### config.mk
export PLATFORM = sky130hd
export DESIGN_NAME = sobel_ctrl
export DESIGN_NICKNAME = d
export VERILOG_FILES = /design/src/hdl/sobel_pkg.sv /design/src/hdl/sobel_ctrl.sv
export SDC_FILE = /design/constraint.sdc
export NUM_CORES = 1
export LEC_CHECK = 0
export ABC_AREA = 1
export BUFFER_PORTS_ARGS = -buffer_cell sky130_fd_sc_hd__buf_2
export CORE_AREA = 8 8 45 47
export CTS_CLUSTER_SIZE = 14
export DETAILED_ROUTE_END_ITERATION = 16
export DIE_AREA = 0 0 53 55
export GPL_ROUTABILITY_DRIVEN = 0
export PLACE_DENSITY_LB_ADDON = 0.25
export SETUP_SLACK_MARGIN = 0.3
export SLEW_MARGIN = 30
export SYNTH_ARGS = -nofsm -noshare
export SYNTH_HDL_FRONTEND = slang
export SYNTH_SLANG_ARGS = --single-unit
### constraint.sdc
create_clock -name i_clk -period 1.1 [get_ports i_clk]
set_clock_uncertainty 0.05 [all_clocks]
set_input_delay 0.055 -clock i_clk [delete_from_list [all_inputs] [get_ports i_clk]]
set_output_delay 0.055 -clock i_clk [all_outputs]
set_load 0.005 [all_outputs]
### src/hdl/sobel_pkg.sv
`default_nettype none
package sobel_pkg;

    typedef struct packed {
        logic [7:0] red;
        logic [7:0] green;
        logic [7:0] blue;
    } t_pixel_in;

    typedef struct packed {
        logic [15:0] out_row;
        logic [9:0]  out_col;
        logic [7:0]  edge_red;
        logic [7:0]  edge_green;
        logic [7:0]  edge_blue;
        logic        last_of_run;
    } t_result;

    // configuration register indexes
    localparam logic CFG_FRAME_WIDTH  = 1'b0;
    localparam logic CFG_FRAME_HEIGHT = 1'b1;

    localparam logic [10:0] FRAME_WIDTH_RST  = 11'd640;
    localparam logic [15:0] FRAME_HEIGHT_RST = 16'd480;

    localparam logic [7:0]  PIX_MAX   = 8'd255;
    localparam logic [20:0] MAG_LIMIT = 21'd65280;   // 255*255 + 255

    typedef enum logic [2:0] {
        ST_IDLE,
        ST_READ,
        ST_PICK,
        ST_SQUARE,
        ST_ROOT,
        ST_FINISH,
        ST_SEND
    } t_state;

    typedef struct packed {
        logic update;   // line stores and window take the new pixel
        logic pick;     // choose next pending output, form gradients
        logic square;   // form gx^2 + gy^2
        logic root;     // one bit of the square root
        logic finish;   // round, clamp and load the output register
    } t_cmd;

    typedef struct packed {
        logic none_pending;
        logic root_last;
    } t_sts;

endpackage
`default_nettype wire

### src/hdl/sobel_ctrl.sv
`default_nettype none
module sobel_ctrl (
    input  wire logic             i_clk,
    input  wire logic             i_rst_n,
    input  wire logic             i_in_valid,
    output logic                  o_in_ready,
    output logic                  o_out_valid,
    input  wire logic             i_out_ready,
    input  wire sobel_pkg::t_sts  i_sts,
    output sobel_pkg::t_cmd       o_cmd
);

    sobel_pkg::t_state r_state, n_state;

    always_ff @(posedge i_clk) begin
        if (!i_rst_n) begin
            r_state <= sobel_pkg::ST_IDLE;
        end else begin
            r_state <= n_state;
        end
    end

    always_comb begin
        n_state     = r_state;
        o_cmd       = '0;
        o_in_ready  = 1'b0;
        o_out_valid = 1'b0;
        case (r_state)
            sobel_pkg::ST_IDLE: begin
                // hold off the input channel while in reset
                o_in_ready = i_rst_n;
                if (i_in_valid && i_rst_n) begin
                    n_state = sobel_pkg::ST_READ;
                end
            end
            sobel_pkg::ST_READ: begin
                o_cmd.update = 1'b1;
                n_state      = sobel_pkg::ST_PICK;
            end
            sobel_pkg::ST_PICK: begin
                if (i_sts.none_pending) begin
                    n_state = sobel_pkg::ST_IDLE;
                end else begin
                    o_cmd.pick = 1'b1;
                    n_state    = sobel_pkg::ST_SQUARE;
                end
            end
            sobel_pkg::ST_SQUARE: begin
                o_cmd.square = 1'b1;
                n_state      = sobel_pkg::ST_ROOT;
            end
            sobel_pkg::ST_ROOT: begin
                o_cmd.root = 1'b1;
                if (i_sts.root_last) begin
                    n_state = sobel_pkg::ST_FINISH;
                end
            end
            sobel_pkg::ST_FINISH: begin
                o_cmd.finish = 1'b1;
                n_state      = sobel_pkg::ST_SEND;
            end
            sobel_pkg::ST_SEND: begin
                o_out_valid = 1'b1;
                if (i_out_ready) begin
                    n_state = sobel_pkg::ST_PICK;
                end
            end
            default: begin
                n_state = sobel_pkg::ST_IDLE;
            end
        endcase
    end

endmodule
`default_nettype wire

==> impl_results.md, run 1 <==
- Status: complete, but fails checks
- Failing checks: setup timing
- Final Hold Viols: 0
- Arrival time worst endpoint: ~1.1 ns
- Pin count of the biggest net entering global routing: 9
- Remaining DRCs: 0
- MaxCap Viol Count: 0
- Synthesis Warnings: 0
- Req. time, crit path: 1.00 ns
- Least-Margin Pin Slew: 0.186 ns
- Vias: 334
- Post-DR vias/cell: slightly above 4
- DRT Pass-1 Iters: 4
- Initial Util: 17.7%
- Synthesized area per cell: ~6.3 sq um
- DIE AREA: around 0.0029 sq mm
- Initial antenna violation count: 0
- # setup viols final: 7
- Final core utilization: between 30% and 40%
- CTS tree: yes
- Cell Rows: 14
- FF+latch count, synth: 3
- First-pass GRT wire length: 1210 um
- FMAX: 0.859 GHz
- Crit path max-delay family: flip-flops
- Port Buffer Count: 12
- Slowest CP cell: dfxtp_4
- Deepest clock path buffer count: 2
- Total Power: roughly 0.54 mW
- Largest regs: r_state: 3 flops
- Sink Count: 3
- Unrepaired setup endpoints after global routing: yes
- Worst-path maximum fanout: 7
- Synth-to-layout area growth: 112%
- CORE AREA: around 0.0014 sq mm
- Slew Limit Fails: 0
- Diode count: 0
- Placed cell count: 68
- Max reg flops: 3
- Htree depth: 1
- Seq/Total Area, Yosys: between 20% and 30%
- Final Cycle Share: 106%
- PD cells: 1040 mW/mm^2
- Clock-pin slew on the worst setup and hold paths: roughly 0.040 ns
- FILL cells: about 150
- Root Buffer: clkbuf_4
- Die width: about 53 um
- 1st-iter DRT viols: 8
- Final setup margin: -0.0642 ns
- Nets: 72
- Relative slew slack: roughly 87%
- HP Class: in2reg
- DRT antenna net count: 0
- Reg with most FFs: r_state
- Kind of start point of the critical path: flip-flop
- Share of cells above drive strength 1: 78.5%
- Final WL: 941 um
- Clock Latency Late Sink: 0.25 ns
- Syn nets: 45
- Post-CTS Hold Fix Bufs: 0
- Boundary pin count: 13
- CP Cell Sequence: inv_6 > nand3_2 > buf_6 > inv_1 > buf_2
- Netlist cell types: 15
- Die height: around 55 um
- Worst setup EP type: output port
- Fin cells: 81
- CP peak stage delay: 0.39 ns
- Netlist Area Pre-Place: approximately 250 sq um
- Vias in the first global route: 307
- Crit path kind: reg2out
- Final hold slack: 0.0534 ns
- CP bufs+invs: 4
- Final HPWL DP: approximately 530 um
- Period minus WS final: ~1.2 ns
- Total grt overflow: 0
- Worst vdd ir: between 0.2 and 0.3 mV
- Pleak: between 0.2 and 0.3 nW
- Synth Instances: 39
- GRT Resource Usage Total: 5.79%
- Routed len/inst: ~12 um
- Cts bufs inserted: 3
-- path summary, 6_finish.rpt --
path	from	to	slack (ns)	cells past startpoint
setup reg to reg	r_state[2]	r_state[2]	0.01	5
setup / recovery	r_state[2]	o_cmd[2]	-0.06	5
hold reg to reg	r_state[1]	r_state[1]	0.54	3
hold / removal	i_rst_n	r_state[1]	0.05	3
-- synthesized netlist by cell type --
master,count,share of area [%]
inv_2,4,6.1
nand2_1,7,11
a21oi_2,1,3.6
nor3_2,2,8.2
nand4_1,1,2.6
o21ai_0,1,2.0
inv_1,5,7.7
dfxtp_1,3,24
nand3_2,2,8.2
nor2_1,7,11
a21oi_1,1,2.0
nand3_1,2,4.1
buf_6,1,4.6
nor2_2,1,2.6
nor4_1,1,2.6
-- cells in the final DEF, fill, tap and decap left out --
cell / instances
nand3_2: 4
nand2_1: 3
clkbuf_1: 1
o21ai_1: 1
nand2_4: 2
nor4_2: 1
inv_4: 2
buf_4: 6
nor2_4: 2
inv_6: 1
buf_2: 12
nor2_1: 4
buf_6: 5
a21oi_2: 2
clkbuf_4: 3
dfxtp_4: 3
nand2_2: 2
nand4_1: 1
nor2_2: 2
inv_1: 4
inv_2: 2
nor3_2: 2
-- per-layer routing --
| metal | routed length (um) | vias up | share of wire [%] | GRT usage (%) |
|---|---|---|---|---|
| li1 | - | 172 | - | - |
| met1 | 354 | 145 | 38 | 6.06 |
| met3 | 82 | 2 | 8.7 | 1.34 |
| met4 | 19 | 0 | 2.0 | 6.47 |
| met5 | 0 | - | 0 | 0 |
| met2 | 484 | 15 | 51 | 8.98 |
-- where the power goes --
| group | switching, mW | internal, mW | leakage [nW] |
|---|---|---|---|
| logic | 0.0874 | 0.0943 | 0.242 |
| registers | 0.0266 | 0.119 | 0.0267 |
| clock network | 0.0751 | 0.137 | 0.0150 |
| total | 0.189 | 0.350 | 0.284 |
-- stage by stage --
step / cell area [sq um] / worst slack (ns) / TNS [ns]
finish: 520 / -0.0642 / -0.206
global route: 520 / -0.113 / -0.741
global placement: 347 / -0.00491 / -0.00491
detailed placement: 347 / 0.0129 / 0
CTS: 462 / -0.0912 / -0.433
floorplan: 263 / 0.221 / 0
-- kinds of logic (layout without fill, tap and decap cells) --
logic type / Yosys count / in the layout / synth area share (%)
buf+inv: 10 / 36 / 18.4
flops: 3 / 3 / 24.5
simple gates: 23 / 23 / 49.5
compound gates: 3 / 3 / 7.65
-- area by class of cell --
type / instances / area [sq um] / area share, %
Multi-Input combinational cell: 26 / 198 / 38.0
Tap cell: 16 / 20.0 / 3.85
Sequential cell: 3 / 71.3 / 13.7
Inverter: 9 / 43.8 / 8.41
Timing Repair Buffer: 23 / 161 / 31.0
Clock buffer: 4 / 26.3 / 5.05
-- worst min-delay path: stages --
cell     delay, ns
buf_2         0.08
inv_1         0.08
a21oi_2       0.10
-- timing repair --
action | CTS | global route
setup buffers | 5 | 4
resized for setup | 15 | 10
endpoints found under the setup margin | 10 | 10
endpoints found under the hold margin | 0 | 0
pin swaps | 8 | 4
cloned | 0 | 0
No activity file was read; power rests on OpenSTA's default activity.
==> run 2, diff against run 1 <==
Settings changed: CORE_AREA 8 8 45 47 to 2 2 39 41, DIE_AREA 0 0 53 55 to 0 0 41 43.
==> impl_results.md, run 2 (synthesis results as in run 1) <==
- Largest regs: r_state: 3 flops
- CORE AREA: between 0.001 and 0.0015 sq mm
- Commonest non-fill, non-tap cells in the layout: buf_2 (12), nand2_1 (7), nor2_1 (5)
- DIE AREA: 0.00176 sq mm
- FILL cells: 167
- Reg with most FFs: r_state
- 1st-iter DRT viols: 2
- Status: complete, but fails checks
- Least-Margin Pin Slew: 0.201 ns
- Pleak: 0.237 nW
- Req. time, crit path: 1.00 ns
- Diode count: 0
- Arrival time worst endpoint: slightly above 1 ns
- Die width: roughly 41 um
- Final Cycle Share: 101%
- Total grt overflow: 0
- Period minus WS final: between 1 and 1.5 ns
- Area after DPL: around 340 sq um
- Remaining DRCs: 0
- Deepest clock path buffer count: 2
- HP Class: in2reg
- DRT Pass-1 Iters: 2
- Worst-path maximum fanout: 4
- Boundary pin count: 13
- Root Buffer: clkbuf_4
- Failing checks: setup timing
- Clock Latency Late Sink: ~0.23 ns
- Vias in the first global route: 255
- Initial Util: 17.7%
- Relative slew slack: ~86%
- Sink Count: 3
- Post-CTS Hold Fix Bufs: 0
- Max reg flops: 3
- Port Buffer Count: 12
- Die height: ~43 um
- Worst setup EP type: output port
- Placed cell count: 67
- Fin cells: 75
- Cts bufs inserted: 3
- Htree depth: 1
- Final WL: around 670 um
- # setup viols final: 3
- Commonest non-fill, non-tap cell in the layout: buf_2
- Share of cells above drive strength 1: 66.1%
- Crit path kind: reg2out
- Initial antenna violation count: 0
- Clock-pin slew on the worst setup and hold paths: approximately 0.040 ns
- Kind of start point of the critical path: flip-flop
- Synth-to-layout area growth: 74.0%
- DRT antenna net count: 0
- Slew Limit Fails: 0
- Cell area after layout: between 400 and 500 sq um
- Final setup margin: -0.0133 ns
- Nets: 66
- Final HPWL DP: 470 um
- Unrepaired setup endpoints after global routing: yes
- Post-DR vias/cell: 4.19
- Routed len/inst: about 8.9 um
- GRT Resource Usage Total: under 10%
- FMAX: 0.898 GHz
- Worst vdd ir: approximately 0.35 mV
- Pin count of the biggest net entering global routing: 7
- Cell Rows: 14
- Final Hold Viols: 0
- Vias: around 310
- CTS tree: yes
- MaxCap Viol Count: 0
- First-pass GRT wire length: 979 um
- PD cells: 1120 mW/mm^2
[run 2: changes by cell type in the layout (fill, tap and decap cells not counted), moves of 2 or more]
cell,change
buf_4,-2
buf_6,-4
nand2_1,+4
nand2_2,-2
nand2_4,-2
[run 2: cell type report]
cell class,count,area [sq um],share of cell area [%]
repair buffers,17,101,23.8
well taps,16,20.0,4.69
multi-input cells,26,169,39.6
inverters,9,38.8,9.09
clock buffers,4,26.3,6.16
flip-flops and latches,3,71.3,16.7
[run 2: stage by stage]
stage / setup TNS [ns] / utilization [%] / power (mW) / worst slack (ns) / hold slack [ns]
finish: -0.0244 / 30.8 / 0.478 / -0.0133 / 0.0870
floorplan: 0 / - / 0.214 / 0.221 / 0.0847
CTS: -0.0894 / 30.1 / 0.481 / -0.0359 / 0.0845
global placement: -0.00111 / 24.5 / 0.250 / -0.00111 / 0.326
global route: -0.339 / 30.8 / 0.509 / -0.0851 / 0.108
detailed placement: 0 / 24.5 / 0.249 / 0.0121 / 0.318
[run 2: critical path: stages, from the launching register on]
cell and delay (ns):
dfxtp_4 0.37, inv_2 0.05, nor2_1 0.10, inv_2 0.06, nor2_1 0.08, buf_2 0.11
[run 2: report_power, final]
part           switching, mW  leakage (nW)  internal (mW)
Combinational         0.0767         0.195         0.0689
Sequential            0.0176        0.0267          0.119
Clock                 0.0599        0.0150          0.136
Total                  0.154         0.237          0.324
[run 2: path summary, 6_finish.rpt]
path                                  from         end  slack, ns  cells past startpoint
worst max-delay path            r_state[0]    o_cmd[4]      -0.01                      5
worst min-delay path               i_rst_n  r_state[1]       0.09                      3
worst max register to register  r_state[0]  r_state[2]       0.04                      5
worst min register to register  r_state[0]  r_state[1]       0.52                      3
[run 2: per-layer routing]
metal  up-vias  global-route usage [%]  part of all wire, %
li1        162                       -                    -
met1       141                    9.90                   40
met2        11                    12.5                   52
met3         0                    3.14                  8.2
met4         0                    2.00                    0
met5         -                       0                    0
[run 2: timing repair]
action                                 CTS  global route
resized for setup                        7             4
pin swaps                                6             5
setup buffers                            4             0
endpoints found under the hold margin    0             0
setup endpoints to repair               10            10
